[src/sv/svm_pkg.sv]
`timescale 1ns / 1ps
`default_nettype none

package svm_pkg;

    localparam int SMP_W  = 8;
    localparam int VOL_W  = 18;
    localparam int PAN_W  = 16;
    localparam int GAIN_W = 18;
    localparam int OPR_W  = 19;
    localparam int PROD_W = 2 * OPR_W;
    localparam int ADD_W  = 11;
    localparam int SUM_W  = 12;

    localparam logic [GAIN_W-1:0] UNITY   = 18'h10000;
    localparam logic [GAIN_W-1:0] TWICE   = 18'h20000;
    localparam logic [SMP_W-1:0]  SILENCE = 8'h80;
    localparam logic [SMP_W-1:0]  LEVEL_MAX = 8'hFF;

    typedef enum logic [2:0] {
        ST_IDLE,
        ST_GAIN_L,
        ST_GAIN_R,
        ST_MIX_L,
        ST_MIX_R,
        ST_FIN
    } t_state;

    typedef enum logic [2:0] {
        MUL_NONE,
        MUL_GAIN_L,
        MUL_GAIN_R,
        MUL_MIX_L,
        MUL_MIX_R
    } t_mul_sel;

    typedef struct packed {
        logic     capture;
        t_mul_sel mul_sel;
        logic     load_gain_l;
        logic     load_gain_r;
        logic     upd_l;
        logic     upd_r;
        logic     emit;
    } t_cmd;

    typedef struct packed {
        logic last;
        logic out_free;
    } t_status;

    // Adds a signed increment to an unsigned level and clamps to 0..255.
    function automatic logic [SMP_W-1:0] mix_clamp(input logic [SMP_W-1:0] acc,
                                                   input logic signed [ADD_W-1:0] add);
        logic signed [SUM_W-1:0] s;
        s = $signed({{(SUM_W-SMP_W){1'b0}}, acc}) + SUM_W'(add);
        if (s < 0) begin
            return '0;
        end else if (s > $signed({{(SUM_W-SMP_W){1'b0}}, LEVEL_MAX})) begin
            return LEVEL_MAX;
        end
        return s[SMP_W-1:0];
    endfunction

endpackage

`default_nettype wire

[src/sv/svm_if.sv]
`timescale 1ns / 1ps
`default_nettype none

interface svm_in_if;
    logic                      valid;
    logic                      ready;
    logic [svm_pkg::SMP_W-1:0] sample_byte;
    logic [svm_pkg::VOL_W-1:0] voice_gain;
    logic [svm_pkg::PAN_W-1:0] pan_pos;
    logic                      voice_active;
    logic                      last_voice;

    modport source (output valid, sample_byte, voice_gain, pan_pos, voice_active,
                    last_voice, input ready);
    modport sink (input valid, sample_byte, voice_gain, pan_pos, voice_active,
                  last_voice, output ready);
endinterface

interface svm_out_if;
    logic                      valid;
    logic                      ready;
    logic [svm_pkg::SMP_W-1:0] left_level;
    logic [svm_pkg::SMP_W-1:0] right_level;

    modport source (output valid, left_level, right_level, input ready);
    modport sink (input valid, left_level, right_level, output ready);
endinterface

`default_nettype wire

[src/sv/stereo_voice_mixer_top.sv]
`timescale 1ns / 1ps
`default_nettype none

// Stereo voice mixer: one voice word per input handshake, carrying an 8-bit
// sample, a 2.16 volume and a pan position; a word with last_voice set closes
// the frame and produces one output word with the clamped left and right
// levels, after which both channels return to silence (128). For each voice,
// a single 19x19 multiplier is used four times in turn (left gain, right
// gain, left and right sample scaling) and a final state finishes the right
// channel, in which the next voice word can already be taken. A frame-closing
// voice holds in that final state while a previous frame word is still
// waiting at the output.
module stereo_voice_mixer_top (
    input  wire        i_clk,
    input  wire        i_rst_n,
    svm_in_if.sink     i_voice,
    svm_out_if.source  o_frame
);

    svm_pkg::t_cmd    w_cmd;
    svm_pkg::t_status w_status;
    logic             w_in_ready;

    assign i_voice.ready = w_in_ready;

    svm_ctrl u_ctrl (
        .i_clk      (i_clk),
        .i_rst_n    (i_rst_n),
        .i_in_valid (i_voice.valid),
        .i_status   (w_status),
        .o_in_ready (w_in_ready),
        .o_cmd      (w_cmd)
    );

    svm_datapath u_datapath (
        .i_clk    (i_clk),
        .i_rst_n  (i_rst_n),
        .i_cmd    (w_cmd),
        .o_status (w_status),
        .i_voice  (i_voice),
        .o_frame  (o_frame)
    );

endmodule

`default_nettype wire

[src/sv/svm_ctrl.sv]
`timescale 1ns / 1ps
`default_nettype none

module svm_ctrl (
    input  wire               i_clk,
    input  wire               i_rst_n,
    input  wire               i_in_valid,
    input  svm_pkg::t_status  i_status,
    output logic              o_in_ready,
    output svm_pkg::t_cmd     o_cmd
);

    svm_pkg::t_state r_state;
    svm_pkg::t_state n_state;

    always_ff @(posedge i_clk) begin
        if (!i_rst_n) begin
            r_state <= svm_pkg::ST_IDLE;
        end else begin
            r_state <= n_state;
        end
    end

    always_comb begin
        n_state    = r_state;
        o_in_ready = 1'b0;
        o_cmd      = '0;
        o_cmd.mul_sel = svm_pkg::MUL_NONE;
        case (r_state)
            svm_pkg::ST_IDLE: begin
                o_in_ready = 1'b1;
                if (i_in_valid) begin
                    n_state = svm_pkg::ST_GAIN_L;
                end
            end
            svm_pkg::ST_GAIN_L: begin
                o_cmd.mul_sel = svm_pkg::MUL_GAIN_L;
                n_state       = svm_pkg::ST_GAIN_R;
            end
            svm_pkg::ST_GAIN_R: begin
                o_cmd.mul_sel     = svm_pkg::MUL_GAIN_R;
                o_cmd.load_gain_l = 1'b1;
                n_state           = svm_pkg::ST_MIX_L;
            end
            svm_pkg::ST_MIX_L: begin
                o_cmd.mul_sel     = svm_pkg::MUL_MIX_L;
                o_cmd.load_gain_r = 1'b1;
                n_state           = svm_pkg::ST_MIX_R;
            end
            svm_pkg::ST_MIX_R: begin
                o_cmd.mul_sel = svm_pkg::MUL_MIX_R;
                o_cmd.upd_l   = 1'b1;
                n_state       = svm_pkg::ST_FIN;
            end
            svm_pkg::ST_FIN: begin
                // A frame-closing voice waits here until the output word is free.
                if (!i_status.last || i_status.out_free) begin
                    o_cmd.upd_r = 1'b1;
                    o_cmd.emit  = i_status.last;
                    o_in_ready  = 1'b1;
                    n_state     = i_in_valid ? svm_pkg::ST_GAIN_L : svm_pkg::ST_IDLE;
                end
            end
            default: begin
                n_state = svm_pkg::ST_IDLE;
            end
        endcase
        o_cmd.capture = i_in_valid && o_in_ready;
    end

endmodule

`default_nettype wire

[src/sv/svm_datapath.sv]
`timescale 1ns / 1ps
`default_nettype none

module svm_datapath (
    input  wire               i_clk,
    input  wire               i_rst_n,
    input  svm_pkg::t_cmd     i_cmd,
    output svm_pkg::t_status  o_status,
    svm_in_if.sink            i_voice,
    svm_out_if.source         o_frame
);

    logic [svm_pkg::SMP_W-1:0]  r_smp;
    logic [svm_pkg::VOL_W-1:0]  r_vol;
    logic [svm_pkg::PAN_W-1:0]  r_pan;
    logic                       r_active;
    logic                       r_last;
    logic signed [svm_pkg::PROD_W-1:0] r_prod;
    logic [svm_pkg::GAIN_W-1:0] r_gain_l;
    logic [svm_pkg::GAIN_W-1:0] r_gain_r;
    logic [svm_pkg::SMP_W-1:0]  r_left;
    logic [svm_pkg::SMP_W-1:0]  r_right;
    logic                       r_out_valid;
    logic [svm_pkg::SMP_W-1:0]  r_out_l;
    logic [svm_pkg::SMP_W-1:0]  r_out_r;

    logic [svm_pkg::GAIN_W-1:0] w_pan2;
    logic [svm_pkg::GAIN_W-1:0] w_pan_l;
    logic [svm_pkg::GAIN_W-1:0] w_pan_r;
    logic signed [svm_pkg::OPR_W-1:0] w_smp_s;
    logic signed [svm_pkg::OPR_W-1:0] w_opa;
    logic signed [svm_pkg::OPR_W-1:0] w_opb;
    logic signed [svm_pkg::PROD_W-1:0] w_prod;
    logic signed [svm_pkg::ADD_W-1:0]  w_add;
    logic [svm_pkg::SMP_W-1:0]  w_left_next;
    logic [svm_pkg::SMP_W-1:0]  w_right_next;

    // Pan law: the far side of center is attenuated, the near side stays at unity.
    assign w_pan2  = {1'b0, r_pan, 1'b0};
    assign w_pan_l = r_pan[svm_pkg::PAN_W-1] ? (svm_pkg::TWICE - w_pan2) : svm_pkg::UNITY;
    assign w_pan_r = r_pan[svm_pkg::PAN_W-1] ? svm_pkg::UNITY : w_pan2;

    // Sample minus the silence level, as a sign-extended operand.
    assign w_smp_s = $signed({{(svm_pkg::OPR_W-svm_pkg::SMP_W){~r_smp[svm_pkg::SMP_W-1]}},
                              ~r_smp[svm_pkg::SMP_W-1], r_smp[svm_pkg::SMP_W-2:0]});

    always_comb begin
        w_opa = '0;
        w_opb = '0;
        case (i_cmd.mul_sel)
            svm_pkg::MUL_GAIN_L: begin
                w_opa = $signed({1'b0, w_pan_l});
                w_opb = $signed({1'b0, r_vol});
            end
            svm_pkg::MUL_GAIN_R: begin
                w_opa = $signed({1'b0, w_pan_r});
                w_opb = $signed({1'b0, r_vol});
            end
            svm_pkg::MUL_MIX_L: begin
                w_opa = w_smp_s;
                w_opb = $signed({1'b0, r_gain_l});
            end
            svm_pkg::MUL_MIX_R: begin
                w_opa = w_smp_s;
                w_opb = $signed({1'b0, r_gain_r});
            end
            default: begin
                w_opa = '0;
                w_opb = '0;
            end
        endcase
    end

    assign w_prod = w_opa * w_opb;

    // Dropping the low 16 bits of a two's complement product floors it.
    assign w_add        = $signed(r_prod[16 +: svm_pkg::ADD_W]);
    assign w_left_next  = r_active ? svm_pkg::mix_clamp(r_left, w_add) : r_left;
    assign w_right_next = r_active ? svm_pkg::mix_clamp(r_right, w_add) : r_right;

    always_ff @(posedge i_clk) begin
        if (i_cmd.capture) begin
            r_smp    <= i_voice.sample_byte;
            r_vol    <= i_voice.voice_gain;
            r_pan    <= i_voice.pan_pos;
            r_active <= i_voice.voice_active;
            r_last   <= i_voice.last_voice;
        end
        // The right product is held while a frame-closing voice waits to finish.
        if (i_cmd.mul_sel != svm_pkg::MUL_NONE) begin
            r_prod <= w_prod;
        end
        if (i_cmd.load_gain_l) begin
            r_gain_l <= r_prod[16 +: svm_pkg::GAIN_W];
        end
        if (i_cmd.load_gain_r) begin
            r_gain_r <= r_prod[16 +: svm_pkg::GAIN_W];
        end
        if (i_cmd.emit) begin
            r_out_l <= r_left;
            r_out_r <= w_right_next;
        end
    end

    always_ff @(posedge i_clk) begin
        if (!i_rst_n) begin
            r_left      <= svm_pkg::SILENCE;
            r_right     <= svm_pkg::SILENCE;
            r_out_valid <= 1'b0;
        end else begin
            if (i_cmd.emit) begin
                r_left  <= svm_pkg::SILENCE;
                r_right <= svm_pkg::SILENCE;
            end else begin
                if (i_cmd.upd_l) begin
                    r_left <= w_left_next;
                end
                if (i_cmd.upd_r) begin
                    r_right <= w_right_next;
                end
            end
            if (i_cmd.emit) begin
                r_out_valid <= 1'b1;
            end else if (o_frame.ready) begin
                r_out_valid <= 1'b0;
            end
        end
    end

    assign o_status.last     = r_last;
    assign o_status.out_free = !r_out_valid || o_frame.ready;

    assign o_frame.valid       = r_out_valid;
    assign o_frame.left_level  = r_out_l;
    assign o_frame.right_level = r_out_r;

endmodule

`default_nettype wire

[src/flat_wrapper.sv]
// flat-port wrapper written by rule: the top's interface ports become plain ports
module stereo_voice_mixer_top_flat 
  (i_clk, i_rst_n, i_voice_valid, i_voice_sample_byte, i_voice_voice_gain, i_voice_pan_pos, i_voice_voice_active, i_voice_last_voice, i_voice_ready, o_frame_valid, o_frame_left_level, o_frame_right_level, o_frame_ready);
  svm_in_if i_voice_i ();
  svm_out_if o_frame_i ();
  input  wire i_clk;
  input  wire i_rst_n;
  input wire logic [$bits(i_voice_i.valid)-1:0] i_voice_valid;
  input wire logic [$bits(i_voice_i.sample_byte)-1:0] i_voice_sample_byte;
  input wire logic [$bits(i_voice_i.voice_gain)-1:0] i_voice_voice_gain;
  input wire logic [$bits(i_voice_i.pan_pos)-1:0] i_voice_pan_pos;
  input wire logic [$bits(i_voice_i.voice_active)-1:0] i_voice_voice_active;
  input wire logic [$bits(i_voice_i.last_voice)-1:0] i_voice_last_voice;
  output wire logic [$bits(i_voice_i.ready)-1:0] i_voice_ready;
  output wire logic [$bits(o_frame_i.valid)-1:0] o_frame_valid;
  output wire logic [$bits(o_frame_i.left_level)-1:0] o_frame_left_level;
  output wire logic [$bits(o_frame_i.right_level)-1:0] o_frame_right_level;
  input wire logic [$bits(o_frame_i.ready)-1:0] o_frame_ready;
  assign i_voice_i.valid = i_voice_valid;
  assign i_voice_i.sample_byte = i_voice_sample_byte;
  assign i_voice_i.voice_gain = i_voice_voice_gain;
  assign i_voice_i.pan_pos = i_voice_pan_pos;
  assign i_voice_i.voice_active = i_voice_voice_active;
  assign i_voice_i.last_voice = i_voice_last_voice;
  assign i_voice_ready = i_voice_i.ready;
  assign o_frame_valid = o_frame_i.valid;
  assign o_frame_left_level = o_frame_i.left_level;
  assign o_frame_right_level = o_frame_i.right_level;
  assign o_frame_i.ready = o_frame_ready;
  stereo_voice_mixer_top u_core (.i_clk(i_clk), .i_rst_n(i_rst_n), .i_voice(i_voice_i), .o_frame(o_frame_i));
endmodule
[config.mk]
export PLATFORM = sky130hd
export DESIGN_NAME = stereo_voice_mixer_top_flat
export DESIGN_NICKNAME = d
export VERILOG_FILES = /design/src/sv/svm_pkg.sv /design/src/sv/svm_if.sv /design/src/sv/stereo_voice_mixer_top.sv /design/src/sv/svm_ctrl.sv /design/src/sv/svm_datapath.sv /design/src/flat_wrapper.sv
export SDC_FILE = /design/constraint.sdc
export NUM_CORES = 1
export LEC_CHECK = 0
export ABC_AREA = 1
export BUFFER_PORTS_ARGS = -buffer_cell sky130_fd_sc_hd__buf_2
export CORE_MARGIN = 5
export CORE_UTILIZATION = 65
export CTS_CLUSTER_SIZE = 40
export DETAILED_ROUTE_END_ITERATION = 10
export GPL_TIMING_DRIVEN = 0
export HOLD_SLACK_MARGIN = 0.05
export PLACE_DENSITY = 0.83
export SKIP_CTS_REPAIR_TIMING = 1
export SLEW_MARGIN = 20
export SYNTH_ARGS = -nofsm -noshare
export SYNTH_HDL_FRONTEND = slang
export SYNTH_SLANG_ARGS = --single-unit
[constraint.sdc]
create_clock -name i_clk -period 19.2 [get_ports i_clk]
set_input_delay 2.88 -clock i_clk [delete_from_list [all_inputs] [get_ports i_clk]]
set_output_delay 2.88 -clock i_clk [all_outputs]
set_load 0.01 [all_outputs]
### Word level (Yosys, flattened, before mapping)

Index checks and enable logic that the tools add are counted.

* register bits: 150
* output and inout port bits: 18
* word-level logic and storage cells: 77

* add/subtract/negate cells: 3
* multiply operators: 1
* order comparisons: 4
* equality and inequality tests: 11
* multiplexer cells: 29
* bitwise operators: 2
* reduce and logical (&&, ||, !) cells: 13

Operators with widths (count)
* 19-bit one-hot mux with 3 select lines: 1
* 8-bit two-way mux: 7
* 18-bit one-hot mux with 3 select lines: 1
* 19-bit by 19-bit multiplier with 34-bit output: 1
* 9-bit by 11-bit adder with 12-bit output: 2
* 12-bit by 9-bit > comparator with 1-bit output, second input constant: 2
* 12-bit by 1-bit less-than comparator with 1-bit output, second input constant: 2
* 18-bit two-way mux: 1
* 3-bit one-hot mux with 6 select lines: 1
* 18-bit by 17-bit subtractor with 18-bit output, first input constant: 1
* 17-bit two-way mux: 1
* 3-bit by 2-bit equality test with 1-bit output, second input constant: 4
* 3-bit one-hot mux with 4 select lines: 1
* 1-bit two-way mux: 11
* 3-bit equality test, second input constant: 3
* 3-bit by 1-bit equality test with 1-bit output, second input constant: 2
* 3-bit two-way mux: 2
* 2-bit OR reduction: 3
* 2-bit two-way mux: 2
* 2-bit inequality test, second input constant: 2
* 2-bit AND reduction: 2
* 3-bit zero test: 1
* 3-bit nonzero test: 1
* 1-bit zero test: 2
* other kinds (5): 7

### Logic depth before layout (Yosys ltp)

* depth in word-level cells: 6
* mapped depth: 41
* gate-level depth less buffers: 40

### Worst setup path before layout

Ideal clock, no wire load.

* kind: reg2reg
* from: register u_core.u_ctrl.r_state[2]
* to: register u_core.u_datapath.r_prod[33] (netlist bit) (data pin)
* arrival: 6.937 ns
* data required time: 18.948 ns
* slack: 12.011 ns
* stages on the path, launching flop included: 32
* buffers on the path: 3
* period minus slack after synthesis: 7.189 ns
* path through: dfxtp_1 buf_4 nor3_2 nand2_1 inv_1 buf_2 a21oi_1 nand2_1 clkbuf_1 nand2_1 fa_1 inv_1 fa_1 inv_1 fa_1 inv_1 fa_1 inv_1 fa_1 inv_1 fa_1 ha_1 nand2_1 nor4_1 a31o_1 nand2_1 nand2_1 nand2_1 nand2_1 inv_1 nand2_1 nand2_1

* word-level cells in the longest chain between the ends: 6

RTL lines
* from (decl): line svm_ctrl.sv:13 `svm_pkg::t_state r_state;`
* from (signal assigned): line svm_ctrl.sv:18 `r_state <= svm_pkg::ST_IDLE;`
* from (signal assigned): line svm_ctrl.sv:20 `r_state <= n_state;`
* 3-bit equality test, or another cell as far along: line svm_ctrl.sv:29 `case (r_state)`
* 3-bit one-hot mux with 4 select lines *: line svm_ctrl.sv:29
* 3-bit equality test, or another cell as far along: line svm_datapath.sv:50 `case (i_cmd.mul_sel)`
* 2-bit OR reduction (no line)
* 19-bit one-hot mux with 3 select lines / 18-bit one-hot mux with 3 select lines (equally long branches): line svm_datapath.sv:50
* 19-bit by 19-bit multiplier with 34-bit output *: line svm_datapath.sv:74 `assign w_prod = w_opa * w_opb;`
* via u_core.u_datapath.w_prod, one bit: line svm_datapath.sv:33 `logic signed [svm_pkg::PROD_W-1:0] w_prod;`
* to (signal assigned): line svm_datapath.sv:91 `r_prod <= w_prod;`
* to (decl): line svm_datapath.sv:18 `logic signed [svm_pkg::PROD_W-1:0] r_prod;`

Mark *: on every way through the listed nets, which the timed path passes. The rest lies on a longest branch.
A chain may end at the register's enable or synchronous reset.

### Final worst setup path

* from: register u_core.u_ctrl.r_state[0]
* to: register u_core.u_datapath.r_prod[33] (netlist bit) (data pin)

Same word-level chain as after synthesis.

==> flow_summary.json <==
{
  "status": "complete, no violations",
  "syn_nets": 2636,
  "final_area_um2": 19900,
  "yosys_warnings": 0,
  "diodes": 0,
  "worst-r2r-setup-slack_ns": 10.43,
  "core_area_um2": 27900,
  "ir_drop_uv": 71.4,
  "rsz0062_at_grt": "false",
  "maxCapViolations": 0,
  "cts.sinks": 134,
  "crit_type": "flop to flop",
  "ys_ff_latch": 134,
  "slowest_stage": "nor2_1",
  "crit_top_cell": "nand2_1",
  "dr_total_vias": 15000,
  "grt_max_degree": 28,
  "totalWireLength_um": 52300,
  "grt_pass1_wl_um": 83200,
  "gp_congestion": 1.06,
  "cpPeakStageDelay_ns": 0.87,
  "drc_errors": 0,
  "syn_area_um2": 18400,
  "post-route-period-util": 0.457,
  "cts_htree_levels": 4,
  "end_kind": "flop",
  "area_growth_pct": 7.90,
  "hold_viol": 0,
  "clk_transition_reported_paths_ns": 0.07,
  "die_h_um": 178,
  "ys_types": 59,
  "clockBufferDepth": 2,
  "fillers": 2064,
  "grt_pass1_vias": 15400,
  "synth_flop_cell": "edfxtp_1",
  "drive_above_1_share": 0.0698,
  "clock-root-buffer": "clkbuf_16",
  "antenna_found_initial": 0,
  "setup_viol": 0,
  "min_path_type": "flop to flop",
  "path_buf_inv": 9,
  "slew_headroom": 0.229,
  "crit_family": "adder cells",
  "fmax_mhz": 114,
  "power.leakage_nw": 10.2,
  "period_minus_slack_ns": 8.77,
  "tightest_slew_ns": 1.16,
  "wl_per_cell_um": 19.8,
  "critPathLaunchType": "flop",
  "io_pins": 66,
  "p_per_area_nw_per_um2": 114,
  "ys_seq_area_frac": 0.208,
  "dp_hpwl_um": 42800,
  "setup_tns_ns": 0,
  "clkLatencyLatePin_ns": 0.43,
  "cp_max_fo": 27,
  "seqCellArea_um2": 3820,
  "layout.nets": 2723,
  "skew_ns": 0.0127,
  "numCtsBuffers": 17,
  "drt_iter0_markers": 1822,
  "crit_arrival_ns": 8.94,
  "via_per_inst": 5.70,
  "ys_async_sr_fraction": 0,
  "cts_tree": "built",
  "synth_edf_count": 114,
  "dpl_cell_area_um2": 19300,
  "maxSlewViolCount": 0,
  "die_x_um": 178,
  "start_util": 0.661,
  "port_buffers": 65,
  "rows": 61,
  "postSynthCellCount": 2162,
  "grt_usage": 0.347,
  "required_ns": 19.37,
  "avgSynthCellArea_um2": 8.52,
  "detail-route-antenna-nets": 0,
  "dr.pass1.iters": 5,
  "multiInputGateArea_um2": 12200,
  "overflow": 0,
  "die-area_um2": 31800
}
-- stage by stage --
step | utilization | cells | power [mW] | setup WS [ns] | hold WS, ns
finish | 0.713 | 2640 | 2.26 | 10.43 | 0.468
global route | 0.713 | 2640 | 2.43 | 10.10 | 0.476
CTS | 0.713 | 2640 | 2.22 | 10.64 | 0.469
detailed placement | 0.692 | 2608 | 1.88 | 10.70 | 0.453
global placement | 0.690 | 2605 | 1.84 | 10.41 | 0.445
floorplan | - | 2162 | 1.38 | 12.01 | 0.421
-- cells in the mapped netlist, types with 11 or more instances --
| cell | count | share of area |
|---|---|---|
| inv_1 | 573 | 0.12 |
| nand2_1 | 454 | 0.093 |
| fa_1 | 321 | 0.35 |
| nor2_1 | 186 | 0.038 |
| edfxtp_1 | 114 | 0.19 |
| ha_1 | 105 | 0.071 |
| a21oi_1 | 78 | 0.021 |
| nand3_1 | 55 | 0.015 |
| o21ai_0 | 43 | 0.012 |
| clkbuf_1 | 26 | 0.0053 |
| xor2_1 | 22 | 0.010 |
| dfxtp_1 | 20 | 0.022 |
| a31oi_1 | 14 | 0.0048 |
| nor3_1 | 14 | 0.0038 |
| buf_2 | 12 | 0.0033 |
| o21a_1 | 11 | 0.0045 |
-- state kept, by name, indices dropped and copies added (netlist names) --
register	count
u_core.u_datapath.r_gain_r	18
u_core.u_datapath.r_right	8
u_core.u_datapath.o_frame.right_level	8
u_core.u_datapath.r_vol	18
u_core.u_datapath.r_left	8
u_core.u_datapath.r_gain_l	18
u_core.u_datapath.r_smp	8
u_core.u_datapath.r_last	1
u_core.u_ctrl.r_state	3
u_core.u_datapath.o_frame.left_level	8
u_core.u_datapath.r_active	1
u_core.u_datapath.r_pan	16
u_core.u_datapath.o_frame.valid	1
u_core.u_datapath.r_prod	18
-- cell families (layout without fill, tap and decap cells) --
kind of cell	Yosys count	after routing	synth area share
buffers and inverters	631	731	0.130
DFF	134	134	0.208
adders and majority gates	426	426	0.420
xor gates and xnor gates	28	28	0.0133
AOI/OAI and AO/OA	181	181	0.0567
and+or+nand+nor	762	762	0.172
-- worst register-to-register path: cells and delay by family, from the launching register on --
family | cells | cell delay, ns
adder cells (fa/ha/maj) | 7 | 3.71
buffers and inverters | 9 | 1.56
AND/OR/NAND/NOR | 13 | 2.65
AO/OA/AOI/OAI | 1 | 0.08
flip-flops | 1 | 0.50
-- layout by cell type, fill, tap and decap left out, drive strengths merged, types with 22 or more instances in the layout --
cell type  Yosys  routed
nand2        459     459
inv          582     592
a21oi         79      79
buf           18      86
edfxtp       114     114
nand3         58      58
fa           321     321
xor2          22      22
o21ai         49      49
clkbuf        26      43
nor2         192     192
ha           105     105
-- layout make-up --
cell class | instances | share of cell area
Inverter | 587 | 0.111
Buffer | 44 | 0.00983
Clock inverter | 15 | 0.00756
Sequential cell | 134 | 0.192
Tap cell | 378 | 0.0238
Timing Repair Buffer | 68 | 0.0193
Multi-Input combinational cell | 1397 | 0.615
Clock buffer | 17 | 0.0214
-- where the power goes --
| group | switching, mW | internal [mW] | total (mW) | leakage, nW |
|---|---|---|---|---|
| clock | 0.149 | 0.173 | 0.322 | 0.275 |
| sequential | 0.0618 | 0.417 | 0.478 | 1.23 |
| combinational | 1.01 | 0.453 | 1.46 | 8.67 |
| total | 1.22 | 1.04 | 2.26 | 10.2 |
-- worst paths after layout --
path / cells after the start / from / end
setup / recovery: 30 / u_core.u_ctrl.r_state[0]$_SDFFE_PN0P_ / u_core.u_datapath.r_prod[33]$_DFFE_PP_
setup reg to reg: 30 / u_core.u_ctrl.r_state[0]$_SDFFE_PN0P_ / u_core.u_datapath.r_prod[33]$_DFFE_PP_
hold / removal: 0 / u_core.u_datapath.r_left[0]$_SDFFE_PP0P_ / u_core.u_datapath.o_frame.left_level[0]$_DFFE_PP_
hold reg to reg: 0 / u_core.u_datapath.r_left[0]$_SDFFE_PP0P_ / u_core.u_datapath.o_frame.left_level[0]$_DFFE_PP_
-- layer usage --
layer | vias up | GRT usage | wire [um]
li1 | 6638 | - | -
met1 | 7221 | 0.480 | 19800
met2 | 1044 | 0.526 | 23000
met3 | 135 | 0.111 | 7600
met4 | 0 | 0.114 | 1930
met5 | - | 0 | 0
(Power assumes the default switching activity.)
